`config.mk`:
```
export PLATFORM = sky130hd
export DESIGN_NAME = spi_nor_flash_command_sequencer_unit
export DESIGN_NICKNAME = d
export VERILOG_FILES = /design/src/rtl/core/sfcs_pkg.sv /design/src/rtl/core/spi_nor_flash_command_sequencer_unit.sv /design/src/rtl/core/sfcs_engine.sv /design/src/rtl/core/sfcs_out_queue.sv
export SDC_FILE = /design/constraint.sdc
export NUM_CORES = 1
export LEC_CHECK = 0
export ABC_CLOCK_PERIOD_IN_PS = 3500
export BUFFER_PORTS_ARGS = -buffer_cell sky130_fd_sc_hd__buf_4
export CAP_MARGIN = 20
export CORE_MARGIN = 10
export CORE_UTILIZATION = 58
export DETAILED_ROUTE_END_ITERATION = 8
export GPL_TIMING_DRIVEN = 0
export HOLD_SLACK_MARGIN = 0.02
export PLACE_DENSITY = 0.83
export SLEW_MARGIN = 20
export SYNTH_ARGS = -nofsm -noshare
export SYNTH_HDL_FRONTEND = slang
export SYNTH_SLANG_ARGS = --single-unit
export TNS_END_PERCENT = 5
```
`constraint.sdc`:
```
create_clock -name aclk -period 3.5 [get_ports aclk]
set_input_delay 0 -clock aclk [delete_from_list [all_inputs] [get_ports aclk]]
set_output_delay 0 -clock aclk [all_outputs]
set_load 0.005 [all_outputs]
```
`src/rtl/core/sfcs_pkg.sv`:
```
`timescale 1ns / 1ps
package sfcs_pkg;

    localparam int ADDR_BYTES  = 3;
    localparam int LENGTH_BITS = 16;
    localparam int CNT_W       = LENGTH_BITS + 2;
    localparam int MAX_RES     = 4;
    localparam int RES_CNT_W   = 3;

    typedef enum logic [1:0] {
        MODE_REQ  = 2'd0,
        MODE_DATA = 2'd1,
        MODE_RX   = 2'd2,
        MODE_NONE = 2'd3
    } mode_t;

    typedef enum logic [3:0] {
        OP_READ   = 4'd0,
        OP_PROG   = 4'd1,
        OP_SERASE = 4'd2,
        OP_CERASE = 4'd3,
        OP_STATUS = 4'd4,
        OP_ID     = 4'd5,
        OP_WREN   = 4'd6,
        OP_RESET  = 4'd7,
        OP_QUAD   = 4'd8
    } op_t;

    typedef enum logic [2:0] {
        ACT_SEL   = 3'd0,
        ACT_SEND  = 3'd1,
        ACT_DESEL = 3'd2,
        ACT_DATA  = 3'd3,
        ACT_DONE  = 3'd4
    } act_t;

    typedef enum logic [1:0] {
        ERR_OK    = 2'd0,
        ERR_LEN   = 2'd1,
        ERR_ALIGN = 2'd2,
        ERR_WEL   = 2'd3
    } err_t;

    typedef enum logic [10:0] {
        PH_IDLE      = 11'b000_0000_0001,
        PH_OPCODE    = 11'b000_0000_0010,
        PH_WREN      = 11'b000_0000_0100,
        PH_WCHK_CMD  = 11'b000_0000_1000,
        PH_WCHK_DATA = 11'b000_0001_0000,
        PH_ADDR      = 11'b000_0010_0000,
        PH_READ      = 11'b000_0100_0000,
        PH_WAITDATA  = 11'b000_1000_0000,
        PH_WBYTE     = 11'b001_0000_0000,
        PH_POLL_CMD  = 11'b010_0000_0000,
        PH_POLL_DATA = 11'b100_0000_0000
    } phase_t;

    typedef enum logic {
        CFG_ALIGN_MASK = 1'b0,
        CFG_PAGE_LIMIT = 1'b1
    } cfg_idx_t;

    localparam logic [7:0] CMD_READ   = 8'h03;
    localparam logic [7:0] CMD_PROG   = 8'h02;
    localparam logic [7:0] CMD_SERASE = 8'h20;
    localparam logic [7:0] CMD_CERASE = 8'hC7;
    localparam logic [7:0] CMD_RDSR1  = 8'h05;
    localparam logic [7:0] CMD_RDSR2  = 8'h35;
    localparam logic [7:0] CMD_RDSR3  = 8'h15;
    localparam logic [7:0] CMD_WREN   = 8'h06;
    localparam logic [7:0] CMD_RSTEN  = 8'h66;
    localparam logic [7:0] CMD_RST    = 8'h99;
    localparam logic [7:0] CMD_ID     = 8'h90;
    localparam logic [7:0] CMD_QUAD   = 8'hEB;

    typedef struct packed {
        logic [1:0]  mode;
        logic [3:0]  operation;
        logic [23:0] address;
        logic [15:0] length;
        logic        pack_words;
        logic [2:0]  status_index;
        logic [31:0] program_word;
        logic [7:0]  rx_byte;
    } in_item_t;

    typedef struct packed {
        logic [2:0]  action;
        logic [7:0]  tx_byte;
        logic [31:0] data_out;
        logic [1:0]  error_code;
        logic        last;
    } out_item_t;

    typedef struct packed {
        logic [RES_CNT_W-1:0] count;
        out_item_t [MAX_RES-1:0] res;
    } res_batch_t;

    typedef struct packed {
        logic [7:0] align_mask;
        logic [6:0] page_word_limit;
    } cfg_t;

    function automatic out_item_t mk(input act_t a, input logic [7:0] tx,
                                     input logic [31:0] d, input err_t e);
        out_item_t r;
        r.action     = a;
        r.tx_byte    = tx;
        r.data_out   = d;
        r.error_code = e;
        r.last       = 1'b0;
        return r;
    endfunction

endpackage

```
`src/rtl/core/spi_nor_flash_command_sequencer_unit.sv`:
```
`timescale 1ns / 1ps
// channel  | ports                               | dir
// request  | s_valid s_ready s_data (in_item_t)  | in
// result   | m_valid m_ready m_data (out_item_t) | out
// config   | cfg_we cfg_index cfg_wdata          | in
// An item is decoded in the cycle it is accepted; its 0..3 results are
// registered and leave the result queue one per cycle while m_ready is high.
// s_ready is high when the queue is empty or its last result goes out this
// cycle, so with m_ready held high, single-result items flow one per cycle.
// Reset (aresetn low, synchronous) idles the sequencer and empties the queue.
module spi_nor_flash_command_sequencer_unit (
    input  logic                aclk,
    input  logic                aresetn,
    input  logic                s_valid,
    output logic                s_ready,
    input  sfcs_pkg::in_item_t  s_data,
    output logic                m_valid,
    input  logic                m_ready,
    output sfcs_pkg::out_item_t m_data,
    input  logic                cfg_we,
    input  logic                cfg_index,
    input  logic [7:0]          cfg_wdata
);
    sfcs_pkg::cfg_t       cfg_reg;
    sfcs_pkg::res_batch_t batch;
    logic                 empty;
    logic                 acc;

    assign s_ready = empty;
    assign acc     = s_valid && s_ready;

    always_ff @(posedge aclk) begin
        if (!aresetn) begin
            cfg_reg.align_mask      <= 8'd63;
            cfg_reg.page_word_limit <= 7'd64;
        end else if (cfg_we) begin
            unique case (sfcs_pkg::cfg_idx_t'(cfg_index))
                sfcs_pkg::CFG_ALIGN_MASK: cfg_reg.align_mask <= cfg_wdata;
                sfcs_pkg::CFG_PAGE_LIMIT: cfg_reg.page_word_limit <= cfg_wdata[6:0];
                default: ;
            endcase
        end
    end

    sfcs_engine u_engine (
        .aclk       (aclk),
        .aresetn    (aresetn),
        .item_valid (acc),
        .item       (s_data),
        .cfg        (cfg_reg),
        .batch      (batch)
    );

    sfcs_out_queue u_queue (
        .aclk    (aclk),
        .aresetn (aresetn),
        .load    (acc),
        .batch   (batch),
        .empty   (empty),
        .m_valid (m_valid),
        .m_ready (m_ready),
        .m_data  (m_data)
    );
endmodule

```
`src/rtl/core/sfcs_engine.sv`:
```
`timescale 1ns / 1ps
module sfcs_engine (
    input  logic                aclk,
    input  logic                aresetn,
    input  logic                item_valid,
    input  sfcs_pkg::in_item_t  item,
    input  sfcs_pkg::cfg_t      cfg,
    output sfcs_pkg::res_batch_t batch
);
    typedef logic [sfcs_pkg::CNT_W-1:0] cnt_t;

    sfcs_pkg::phase_t phase_reg, phase_next;
    logic [3:0]  op_reg, op_next;
    logic [23:0] addr_reg, addr_next;
    cnt_t        cnt_reg, cnt_next;
    logic [1:0]  biw_reg, biw_next;
    logic [31:0] asm_reg, asm_next;
    logic [31:0] ow_reg, ow_next;
    logic        pack_reg, pack_next;
    logic [1:0]  rr_reg, rr_next;

    sfcs_pkg::out_item_t [sfcs_pkg::MAX_RES-1:0] r;
    logic [sfcs_pkg::RES_CNT_W-1:0] n;
    logic [1:0] alen_m1;
    logic [7:0] abyte;
    logic [7:0] wcmd;
    logic [7:0] sr_cmd;
    logic [31:0] asm_new;
    cnt_t        cnt_dec;

    always_comb begin
        alen_m1 = (op_reg == sfcs_pkg::OP_ID) ? 2'd2 : 2'(sfcs_pkg::ADDR_BYTES - 1);
    end

    always_comb begin
        phase_next = phase_reg;
        op_next    = op_reg;
        addr_next  = addr_reg;
        cnt_next   = cnt_reg;
        biw_next   = biw_reg;
        asm_next   = asm_reg;
        ow_next    = ow_reg;
        pack_next  = pack_reg;
        rr_next    = rr_reg;
        r = '0;
        n = '0;
        abyte = '0;
        wcmd = '0;
        sr_cmd = '0;
        asm_new = '0;
        cnt_dec = cnt_reg - cnt_t'(1);
        if (item_valid) begin
            case (sfcs_pkg::mode_t'(item.mode))
                sfcs_pkg::MODE_REQ: begin
                    if (phase_reg == sfcs_pkg::PH_IDLE) begin
                        op_next   = item.operation;
                        addr_next = item.address;
                        pack_next = 1'b0;
                        biw_next  = '0;
                        asm_next  = '0;
                        rr_next   = '0;
                        cnt_next  = '0;
                        r[0] = sfcs_pkg::mk(sfcs_pkg::ACT_SEL, 8'd0, 32'd0, sfcs_pkg::ERR_OK);
                        n = 3'd2;
                        phase_next = sfcs_pkg::PH_OPCODE;
                        unique case (item.operation)
                            sfcs_pkg::OP_READ: begin
                                pack_next = item.pack_words;
                                cnt_next = item.pack_words ? {item.length, 2'b00}
                                                           : cnt_t'(item.length);
                                r[1] = sfcs_pkg::mk(sfcs_pkg::ACT_SEND, sfcs_pkg::CMD_READ,
                                                    32'd0, sfcs_pkg::ERR_OK);
                            end
                            sfcs_pkg::OP_PROG: begin
                                if (item.length > 16'(cfg.page_word_limit)) begin
                                    r[0] = sfcs_pkg::mk(sfcs_pkg::ACT_DONE, 8'd0, 32'd0,
                                                        sfcs_pkg::ERR_LEN);
                                    n = 3'd1;
                                    phase_next = sfcs_pkg::PH_IDLE;
                                end else if ((item.address[7:0] & cfg.align_mask) != 8'd0)
                                begin
                                    r[0] = sfcs_pkg::mk(sfcs_pkg::ACT_DONE, 8'd0, 32'd0,
                                                        sfcs_pkg::ERR_ALIGN);
                                    n = 3'd1;
                                    phase_next = sfcs_pkg::PH_IDLE;
                                end else begin
                                    cnt_next = cnt_t'(item.length);
                                    r[1] = sfcs_pkg::mk(sfcs_pkg::ACT_SEND, sfcs_pkg::CMD_WREN,
                                                        32'd0, sfcs_pkg::ERR_OK);
                                    phase_next = sfcs_pkg::PH_WREN;
                                end
                            end
                            sfcs_pkg::OP_SERASE, sfcs_pkg::OP_CERASE: begin
                                r[1] = sfcs_pkg::mk(sfcs_pkg::ACT_SEND, sfcs_pkg::CMD_WREN,
                                                    32'd0, sfcs_pkg::ERR_OK);
                                phase_next = sfcs_pkg::PH_WREN;
                            end
                            sfcs_pkg::OP_STATUS: begin
                                if (item.status_index < 3'd1 || item.status_index > 3'd3)
                                begin
                                    r[0] = sfcs_pkg::mk(sfcs_pkg::ACT_DATA, 8'd0, 32'd0,
                                                        sfcs_pkg::ERR_OK);
                                    r[1] = sfcs_pkg::mk(sfcs_pkg::ACT_DONE, 8'd0, 32'd0,
                                                        sfcs_pkg::ERR_OK);
                                    phase_next = sfcs_pkg::PH_IDLE;
                                end else begin
                                    cnt_next = cnt_t'(1);
                                    sr_cmd = (item.status_index == 3'd1) ? sfcs_pkg::CMD_RDSR1 :
                                             (item.status_index == 3'd2) ? sfcs_pkg::CMD_RDSR2 :
                                                                           sfcs_pkg::CMD_RDSR3;
                                    r[1] = sfcs_pkg::mk(sfcs_pkg::ACT_SEND, sr_cmd, 32'd0,
                                                        sfcs_pkg::ERR_OK);
                                end
                            end
                            sfcs_pkg::OP_ID: begin
                                addr_next = '0;
                                cnt_next = cnt_t'(2);
                                r[1] = sfcs_pkg::mk(sfcs_pkg::ACT_SEND, sfcs_pkg::CMD_ID,
                                                    32'd0, sfcs_pkg::ERR_OK);
                            end
                            sfcs_pkg::OP_WREN: r[1] = sfcs_pkg::mk(sfcs_pkg::ACT_SEND,
                                sfcs_pkg::CMD_WREN, 32'd0, sfcs_pkg::ERR_OK);
                            sfcs_pkg::OP_RESET: r[1] = sfcs_pkg::mk(sfcs_pkg::ACT_SEND,
                                sfcs_pkg::CMD_RSTEN, 32'd0, sfcs_pkg::ERR_OK);
                            sfcs_pkg::OP_QUAD: r[1] = sfcs_pkg::mk(sfcs_pkg::ACT_SEND,
                                sfcs_pkg::CMD_QUAD, 32'd0, sfcs_pkg::ERR_OK);
                            default: begin
                                r[0] = sfcs_pkg::mk(sfcs_pkg::ACT_DONE, 8'd0, 32'd0,
                                                    sfcs_pkg::ERR_OK);
                                n = 3'd1;
                                phase_next = sfcs_pkg::PH_IDLE;
                            end
                        endcase
                    end
                end
                sfcs_pkg::MODE_DATA: begin
                    if (phase_reg == sfcs_pkg::PH_WAITDATA) begin
                        ow_next = item.program_word;
                        biw_next = '0;
                        r[0] = sfcs_pkg::mk(sfcs_pkg::ACT_SEND, item.program_word[31:24],
                                            32'd0, sfcs_pkg::ERR_OK);
                        n = 3'd1;
                        phase_next = sfcs_pkg::PH_WBYTE;
                    end
                end
                sfcs_pkg::MODE_RX: begin
                    unique case (phase_reg)
                        sfcs_pkg::PH_OPCODE: begin
                            case (op_reg)
                                sfcs_pkg::OP_READ, sfcs_pkg::OP_PROG, sfcs_pkg::OP_SERASE,
                                sfcs_pkg::OP_ID: begin
                                    biw_next = '0;
                                    abyte = 8'(addr_reg >> {alen_m1, 3'b000});
                                    r[0] = sfcs_pkg::mk(sfcs_pkg::ACT_SEND, abyte, 32'd0,
                                                        sfcs_pkg::ERR_OK);
                                    n = 3'd1;
                                    phase_next = sfcs_pkg::PH_ADDR;
                                end
                                sfcs_pkg::OP_CERASE: begin
                                    r[0] = sfcs_pkg::mk(sfcs_pkg::ACT_DESEL, 8'd0, 32'd0,
                                                        sfcs_pkg::ERR_OK);
                                    r[1] = sfcs_pkg::mk(sfcs_pkg::ACT_SEL, 8'd0, 32'd0,
                                                        sfcs_pkg::ERR_OK);
                                    r[2] = sfcs_pkg::mk(sfcs_pkg::ACT_SEND, sfcs_pkg::CMD_RDSR1,
                                                        32'd0, sfcs_pkg::ERR_OK);
                                    n = 3'd3;
                                    phase_next = sfcs_pkg::PH_POLL_CMD;
                                end
                                sfcs_pkg::OP_STATUS: begin
                                    r[0] = sfcs_pkg::mk(sfcs_pkg::ACT_SEND, 8'd0, 32'd0,
                                                        sfcs_pkg::ERR_OK);
                                    n = 3'd1;
                                    phase_next = sfcs_pkg::PH_READ;
                                end
                                sfcs_pkg::OP_RESET: begin
                                    r[0] = sfcs_pkg::mk(sfcs_pkg::ACT_DESEL, 8'd0, 32'd0,
                                                        sfcs_pkg::ERR_OK);
                                    if (rr_reg < 2'd3) begin
                                        rr_next = rr_reg + 2'd1;
                                        r[1] = sfcs_pkg::mk(sfcs_pkg::ACT_SEL, 8'd0, 32'd0,
                                                            sfcs_pkg::ERR_OK);
                                        r[2] = sfcs_pkg::mk(sfcs_pkg::ACT_SEND,
                                            rr_next[0] ? sfcs_pkg::CMD_RST : sfcs_pkg::CMD_RSTEN,
                                            32'd0, sfcs_pkg::ERR_OK);
                                        n = 3'd3;
                                    end else begin
                                        rr_next = '0;
                                        r[1] = sfcs_pkg::mk(sfcs_pkg::ACT_DONE, 8'd0, 32'd0,
                                                            sfcs_pkg::ERR_OK);
                                        n = 3'd2;
                                        phase_next = sfcs_pkg::PH_IDLE;
                                    end
                                end
                                default: begin
                                    r[0] = sfcs_pkg::mk(sfcs_pkg::ACT_DESEL, 8'd0, 32'd0,
                                                        sfcs_pkg::ERR_OK);
                                    r[1] = sfcs_pkg::mk(sfcs_pkg::ACT_DONE, 8'd0, 32'd0,
                                                        sfcs_pkg::ERR_OK);
                                    n = 3'd2;
                                    phase_next = sfcs_pkg::PH_IDLE;
                                end
                            endcase
                        end
                        sfcs_pkg::PH_WREN: begin
                            r[0] = sfcs_pkg::mk(sfcs_pkg::ACT_DESEL, 8'd0, 32'd0,
                                                sfcs_pkg::ERR_OK);
                            r[1] = sfcs_pkg::mk(sfcs_pkg::ACT_SEL, 8'd0, 32'd0, sfcs_pkg::ERR_OK);
                            r[2] = sfcs_pkg::mk(sfcs_pkg::ACT_SEND, sfcs_pkg::CMD_RDSR1, 32'd0,
                                                sfcs_pkg::ERR_OK);
                            n = 3'd3;
                            phase_next = sfcs_pkg::PH_WCHK_CMD;
                        end
                        sfcs_pkg::PH_WCHK_CMD, sfcs_pkg::PH_POLL_CMD: begin
                            r[0] = sfcs_pkg::mk(sfcs_pkg::ACT_SEND, 8'd0, 32'd0,
                                                sfcs_pkg::ERR_OK);
                            n = 3'd1;
                            phase_next = (phase_reg == sfcs_pkg::PH_WCHK_CMD) ?
                                         sfcs_pkg::PH_WCHK_DATA : sfcs_pkg::PH_POLL_DATA;
                        end
                        sfcs_pkg::PH_WCHK_DATA: begin
                            r[0] = sfcs_pkg::mk(sfcs_pkg::ACT_DESEL, 8'd0, 32'd0,
                                                sfcs_pkg::ERR_OK);
                            if (!item.rx_byte[1]) begin
                                r[1] = sfcs_pkg::mk(sfcs_pkg::ACT_DONE, 8'd0, 32'd0,
                                                    sfcs_pkg::ERR_WEL);
                                n = 3'd2;
                                phase_next = sfcs_pkg::PH_IDLE;
                            end else begin
                                wcmd = (op_reg == sfcs_pkg::OP_PROG) ? sfcs_pkg::CMD_PROG :
                                       (op_reg == sfcs_pkg::OP_SERASE) ? sfcs_pkg::CMD_SERASE :
                                                                         sfcs_pkg::CMD_CERASE;
                                r[1] = sfcs_pkg::mk(sfcs_pkg::ACT_SEL, 8'd0, 32'd0,
                                                    sfcs_pkg::ERR_OK);
                                r[2] = sfcs_pkg::mk(sfcs_pkg::ACT_SEND, wcmd, 32'd0,
                                                    sfcs_pkg::ERR_OK);
                                n = 3'd3;
                                phase_next = sfcs_pkg::PH_OPCODE;
                            end
                        end
                        sfcs_pkg::PH_ADDR: begin
                            if (biw_reg < alen_m1) begin
                                biw_next = biw_reg + 2'd1;
                                abyte = 8'(addr_reg >> {alen_m1 - biw_next, 3'b000});
                                r[0] = sfcs_pkg::mk(sfcs_pkg::ACT_SEND, abyte, 32'd0,
                                                    sfcs_pkg::ERR_OK);
                                n = 3'd1;
                            end else begin
                                biw_next = '0;
                                if ((op_reg == sfcs_pkg::OP_READ && cnt_reg != '0) ||
                                    op_reg == sfcs_pkg::OP_ID) begin
                                    r[0] = sfcs_pkg::mk(sfcs_pkg::ACT_SEND, 8'd0, 32'd0,
                                                        sfcs_pkg::ERR_OK);
                                    n = 3'd1;
                                    phase_next = sfcs_pkg::PH_READ;
                                end else if (op_reg == sfcs_pkg::OP_READ) begin
                                    r[0] = sfcs_pkg::mk(sfcs_pkg::ACT_DESEL, 8'd0, 32'd0,
                                                        sfcs_pkg::ERR_OK);
                                    r[1] = sfcs_pkg::mk(sfcs_pkg::ACT_DONE, 8'd0, 32'd0,
                                                        sfcs_pkg::ERR_OK);
                                    n = 3'd2;
                                    phase_next = sfcs_pkg::PH_IDLE;
                                end else if (op_reg == sfcs_pkg::OP_PROG && cnt_reg != '0)
                                begin
                                    phase_next = sfcs_pkg::PH_WAITDATA;
                                end else begin
                                    r[0] = sfcs_pkg::mk(sfcs_pkg::ACT_DESEL, 8'd0, 32'd0,
                                                        sfcs_pkg::ERR_OK);
                                    r[1] = sfcs_pkg::mk(sfcs_pkg::ACT_SEL, 8'd0, 32'd0,
                                                        sfcs_pkg::ERR_OK);
                                    r[2] = sfcs_pkg::mk(sfcs_pkg::ACT_SEND,
                                        sfcs_pkg::CMD_RDSR1, 32'd0, sfcs_pkg::ERR_OK);
                                    n = 3'd3;
                                    phase_next = sfcs_pkg::PH_POLL_CMD;
                                end
                            end
                        end
                        sfcs_pkg::PH_READ: begin
                            cnt_next = cnt_dec;
                            if (pack_reg) begin
                                asm_new = asm_reg |
                                          ({item.rx_byte, 24'd0} >> {biw_reg, 3'b000});
                                if (biw_reg == 2'd3) begin
                                    r[0] = sfcs_pkg::mk(sfcs_pkg::ACT_DATA, 8'd0, asm_new,
                                                        sfcs_pkg::ERR_OK);
                                    n = 3'd1;
                                    asm_next = '0;
                                    biw_next = '0;
                                end else begin
                                    asm_next = asm_new;
                                    biw_next = biw_reg + 2'd1;
                                end
                            end else begin
                                r[0] = sfcs_pkg::mk(sfcs_pkg::ACT_DATA, 8'd0,
                                                    {24'd0, item.rx_byte}, sfcs_pkg::ERR_OK);
                                n = 3'd1;
                            end
                            if (cnt_dec == '0) begin
                                r[n[1:0]] = sfcs_pkg::mk(sfcs_pkg::ACT_DESEL, 8'd0, 32'd0,
                                                         sfcs_pkg::ERR_OK);
                                r[2'(n + 3'd1)] = sfcs_pkg::mk(sfcs_pkg::ACT_DONE, 8'd0, 32'd0,
                                                         sfcs_pkg::ERR_OK);
                                n = n + 3'd2;
                                phase_next = sfcs_pkg::PH_IDLE;
                            end else begin
                                r[n[1:0]] = sfcs_pkg::mk(sfcs_pkg::ACT_SEND, 8'd0, 32'd0,
                                                         sfcs_pkg::ERR_OK);
                                n = n + 3'd1;
                            end
                        end
                        sfcs_pkg::PH_WBYTE: begin
                            if (biw_reg == 2'd3) begin
                                biw_next = '0;
                                cnt_next = cnt_dec;
                                if (cnt_dec == '0) begin
                                    r[0] = sfcs_pkg::mk(sfcs_pkg::ACT_DESEL, 8'd0, 32'd0,
                                                        sfcs_pkg::ERR_OK);
                                    r[1] = sfcs_pkg::mk(sfcs_pkg::ACT_SEL, 8'd0, 32'd0,
                                                        sfcs_pkg::ERR_OK);
                                    r[2] = sfcs_pkg::mk(sfcs_pkg::ACT_SEND,
                                        sfcs_pkg::CMD_RDSR1, 32'd0, sfcs_pkg::ERR_OK);
                                    n = 3'd3;
                                    phase_next = sfcs_pkg::PH_POLL_CMD;
                                end else begin
                                    phase_next = sfcs_pkg::PH_WAITDATA;
                                end
                            end else begin
                                biw_next = biw_reg + 2'd1;
                                abyte = 8'(ow_reg >> {~biw_next, 3'b000});
                                r[0] = sfcs_pkg::mk(sfcs_pkg::ACT_SEND, abyte, 32'd0,
                                                    sfcs_pkg::ERR_OK);
                                n = 3'd1;
                            end
                        end
                        sfcs_pkg::PH_POLL_DATA: begin
                            r[0] = sfcs_pkg::mk(sfcs_pkg::ACT_DESEL, 8'd0, 32'd0,
                                                sfcs_pkg::ERR_OK);
                            if (item.rx_byte[0]) begin
                                r[1] = sfcs_pkg::mk(sfcs_pkg::ACT_SEL, 8'd0, 32'd0,
                                                    sfcs_pkg::ERR_OK);
                                r[2] = sfcs_pkg::mk(sfcs_pkg::ACT_SEND, sfcs_pkg::CMD_RDSR1,
                                                    32'd0, sfcs_pkg::ERR_OK);
                                n = 3'd3;
                                phase_next = sfcs_pkg::PH_POLL_CMD;
                            end else begin
                                r[1] = sfcs_pkg::mk(sfcs_pkg::ACT_DONE, 8'd0, 32'd0,
                                                    sfcs_pkg::ERR_OK);
                                n = 3'd2;
                                phase_next = sfcs_pkg::PH_IDLE;
                            end
                        end
                        default: ;
                    endcase
                end
                default: ;
            endcase
        end
        if (n != '0) begin
            r[2'(n - 3'd1)].last = 1'b1;
        end
        batch.count = n;
        batch.res   = r;
    end

    always_ff @(posedge aclk) begin
        if (!aresetn) begin
            phase_reg <= sfcs_pkg::PH_IDLE;
            op_reg    <= '0;
            addr_reg  <= '0;
            cnt_reg   <= '0;
            biw_reg   <= '0;
            asm_reg   <= '0;
            pack_reg  <= 1'b0;
            rr_reg    <= '0;
        end else begin
            phase_reg <= phase_next;
            op_reg    <= op_next;
            addr_reg  <= addr_next;
            cnt_reg   <= cnt_next;
            biw_reg   <= biw_next;
            asm_reg   <= asm_next;
            pack_reg  <= pack_next;
            rr_reg    <= rr_next;
        end
    end

    always_ff @(posedge aclk) begin
        ow_reg <= ow_next;
    end

    a_onehot: assert property (@(posedge aclk) disable iff (!aresetn) $onehot(phase_reg))
        else $error("phase not one-hot");
    a_cnt_max: assert property (@(posedge aclk) disable iff (!aresetn)
        batch.count <= 3'(sfcs_pkg::MAX_RES)) else $error("too many results");
    a_idle_quiet: assert property (@(posedge aclk) disable iff (!aresetn)
        (!item_valid) |-> (batch.count == '0 && phase_next == phase_reg))
        else $error("work without item");
endmodule

```
`src/rtl/core/sfcs_out_queue.sv`:
```
`timescale 1ns / 1ps
module sfcs_out_queue (
    input  logic                 aclk,
    input  logic                 aresetn,
    input  logic                 load,
    input  sfcs_pkg::res_batch_t batch,
    output logic                 empty,
    output logic                 m_valid,
    input  logic                 m_ready,
    output sfcs_pkg::out_item_t  m_data
);
    sfcs_pkg::out_item_t [sfcs_pkg::MAX_RES-1:0] buf_reg;
    logic [sfcs_pkg::RES_CNT_W-1:0] cnt_reg, cnt_next;
    logic [1:0] rd_reg, rd_next;
    logic       pop;

    assign m_valid = cnt_reg != '0;
    assign m_data  = buf_reg[rd_reg];
    assign pop     = m_valid && m_ready;
    assign empty   = (cnt_reg == '0) || (cnt_reg == 3'd1 && pop);

    always_comb begin
        cnt_next = cnt_reg;
        rd_next  = rd_reg;
        if (load) begin
            cnt_next = batch.count;
            rd_next  = '0;
        end else if (pop) begin
            cnt_next = cnt_reg - 3'd1;
            rd_next  = rd_reg + 2'd1;
        end
    end

    always_ff @(posedge aclk) begin
        if (!aresetn) begin
            cnt_reg <= '0;
            rd_reg  <= '0;
        end else begin
            cnt_reg <= cnt_next;
            rd_reg  <= rd_next;
        end
    end

    always_ff @(posedge aclk) begin
        if (load) begin
            buf_reg <= batch.res;
        end
    end

    a_no_overrun: assert property (@(posedge aclk) disable iff (!aresetn)
        load |-> empty) else $error("load over pending items");
    a_last_end: assert property (@(posedge aclk) disable iff (!aresetn)
        (m_valid && cnt_reg == 3'd1) |-> m_data.last) else $error("last missing");
    a_last_mid: assert property (@(posedge aclk) disable iff (!aresetn)
        (m_valid && cnt_reg > 3'd1) |-> !m_data.last) else $error("early last");
endmodule

```
==> metrics.md <==
| Metric | Value |
|---|---|
| First-pass DRT Iterations | `9` |
| CTS tree | `yes` |
| Clock Path Buffers | `3` |
| Worst ir drop on vdd | `roughly 0.47 mV` |
| Worst Path Buf+Inv | `3` |
| Clk pin slew, worst setup/hold paths | `70 ps` |
| Worst-path maximum fanout | `7` |
| I/O pin cnt | `152` |
| Area of the multi-input gates | `0.00569 mm^2` |
| Total gr overflow | `0` |
| Mapped Area | `0.0114 mm^2` |
| FMAX | `283 MHz` |
| Main synth FF type | `dfxtp_1` |
| Vias per cell | `about 6.4` |
| Post-Synthesis Cells | `1245` |
| Req. time, crit path | `3870 ps` |
| Worst setup margin | `-37.4 ps` |
| First-pass GRT wire length | `63.7 mm` |
| Clk_lat worst skew | `540 ps` |
| Static Leak | `5.41 nW` |
| Tmin final | `3540 ps` |
| Area Growth Syn to Fin | `29.1%` |
| Area of the core | `0.0194 mm^2` |
| Clk root buf | `clkbuf_16` |
| Slew HR | `between 30% and 40%` |
| Synthesis-stage register bit count | `216` |
| Initial Utilization | `58.9%` |
| Total power | `slightly above 6 mW` |
| Setup TNS | `-64.5 ps` |
| Die Wd | `160 um` |
| Max incr delay on CP | `500 ps` |
| Synthesized net count | `1375` |
| Cell Chain, Critical Path | `inv_2, ha_4, nor3b_2, nand3_1, xnor2_2, or4_4, buf_6, inv_4, ha_4, nor3_2, a211o_1, a2111oi_4, o21a_1, nor3b_2` |
| Unrepaired setup endpoints after global routing | `yes` |
| DRT iter0 DRCs | `1871` |
| Synth Area in Compound Gates | `16.9%` |
| Final Util | `76.1%` |
| H-tree depth | `1` |
| Adder-Cell Fraction of Synth Area | `2.84%` |
| Most common cell after layout, fill and taps aside | `buf_4` |
| Status | `finished with violations` |
| Violated checks | `setup timing` |
| Syn Area/Cell | `between 9 and 10 um^2` |
| # port buffers | `142` |
| Area share of and/or/nand/nor cells after synthesis | `23.6%` |
| Max-Cap Viols | `0` |
| CP Capture Type | `flop` |
| CTS sink cnt | `216` |
| Power density of the placed cells | `417 mW/mm^2` |
| Vias | `around 12000` |
| Hold Crit Class | `primary input to flop` |
| Max reg flops | `70` |
| Final worst-path cycle share | `101%` |
| Post-DRT Antenna Nets | `0` |
| DR WL/cell | `23.0 um` |
| Die Y | `about 160 um` |
| Sequential share of the synthesized area | `between 40% and 50%` |
| Placed cell area | `~0.013 mm^2` |
| Final Max Slew Viols | `0` |
| Die area | `0.0257 mm^2` |
| Hold_ws | `34.5 ps` |
| Final setup viols | `3` |
| Critical Path AT | `3910 ps` |
| Largest net degree at the start of global routing | `40` |
| Worst-Margin Slew | `978 ps` |
| Final Hold Fails | `0` |
| Startpoint types | `flop` |
| Final WL | `41.3 mm` |
| EDFF count, synth | `102` |
| Final net count | `1648` |
| CP max-delay cell | `or4_4` |
| Initial antenna violation count | `1` |
| Largest family of logic cells by synthesized area | `simple AND/OR/NAND/NOR gates` |
| Layout cells sized above 1 | `17.3%` |
| FP Rows | `51` |
| Post-Synth XOR/XNOR Area | `around 1.7%` |
| Worst Setup Path Type | `flop to flop` |
| Final Skew | `14.9 ps` |
| Post-route cell area | `0.0148 mm^2` |
| Post-synth cell types | `between 80 and 90` |
| Fillcell total | `1290` |
| GRT Total Usage | `30.6%` |
| DP HPWL | `26.5 mm` |
| DRC Markers | `0` |
| Syn. warnings | `0` |
| Top delay family on crit path | `simple AND/OR/NAND/NOR gates` |
| Mux cell area share after synthesis | `3.80%` |
| TritonCTS Buffers | `23` |
| GP Congestion | `1.04` |
| Vias in the first global route | `between 10000 and 15000` |
| Commonest non-fill, non-tap cells in the layout | `149 x buf_4, 141 x nor2_1, 138 x a21oi_1` |
| Post-synth ARST share | `0%` |
| Sequential cell area | `0.00535 mm^2` |
cell families after synthesis:
group / Yosys count
and+or+nand+nor: 524
other: 1
buffers and inverters: 120
muxes: 32
xor gates and xnor gates: 22
adders and majority gates: 26
DFF: 216
AOI/OAI and AO/OA: 304
timing repair:
action                     4_1_cts  5_1_grt
hold buffers                   101        0
buffers inserted                 1        4
setup endpoints to repair       12       13
resized for setup                9       20
hold endpoints to repair       134        0
pin swaps                        3        5
cloned                           0        0
final timing paths:
kind	startpoint	endpoint	slack, ps	cells after the start
setup / recovery	u_engine.cnt_reg[1]	u_queue.buf_reg[46]	-40	14
hold / removal	s_data[89]	u_engine.phase_reg[8]	30	5
setup reg to reg	u_engine.cnt_reg[1]	u_queue.buf_reg[46]	-40	14
hold reg to reg	cfg_reg[0]	cfg_reg[0]	460	2
final cells by class:
class / instances / area share [%]
sequential: 216 / 36.3
buffer: 89 / 2.70
tap: 265 / 2.25
inverter: 30 / 0.797
antenna: 1 / 0.0170
timing repair buffer: 249 / 14.5
clock buffer: 36 / 4.65
multi-input combinational: 909 / 38.5
clock inverter: 6 / 0.339
cells in the mapped netlist (6+ instances only):
cell type	instances	area, um^2
nor2_1	141	529
a21oi_1	138	691
nand2_1	135	507
dfxtp_1	114	2280
edfxtp_1	102	3060
clkbuf_1	68	255
nand3_1	68	340
o21ai_0	39	195
and2_1	38	238
inv_1	28	105
ha_1	26	325
nor3_1	23	115
mux2i_1	22	220
nor4_1	19	119
xnor2_1	16	140
a222oi_1	15	150
a22o_1	13	114
buf_2	13	65.1
or3_1	13	81.3
a22oi_1	12	90.1
nand2b_1	11	68.8
a31oi_1	10	62.6
nand4_1	10	62.6
mux4_2	9	203
a2bb2oi_1	8	70.1
o21a_1	7	52.6
nor3_4	6	97.6
nor3b_1	6	45.0
nor4b_1	6	52.6
o211ai_1	6	45.0
o22ai_1	6	37.5
xor2_1	6	52.6
per-layer routing:
metal | GRT usage [%] | part of all wire (%) | vias up
li1 | - | - | 5095
met1 | 38.1 | 38 | 5337
met2 | 48.9 | 45 | 931
met3 | 6.80 | 11 | 237
met4 | 15.7 | 5.7 | 0
met5 | 0 | 0 | -
tightest hold or removal path, delay by kind of cell:
kind / cells / cell delay (ps)
adder cells (fa/ha/maj): 1 / 230
buffers and inverters: 2 / 150
multiplexers: 1 / 60
AND/OR/NAND/NOR: 1 / 70
power breakdown:
part           total [mW]  switching [mW]  internal [mW]
registers            2.78          0.0590           2.72
logic               0.949           0.530          0.419
clock network        2.43            1.07           1.36
total                6.16            1.66           4.50
per-stage QoR:
stage,instances,setup WS [ps]
final,1801,-37.4
after global routing,1801,-100
after CTS,1797,-19.6
after detailed placement,1653,-298
after global placement,1652,-358
after floorplan,1245,298
Power figures use the tool's default switching activity.
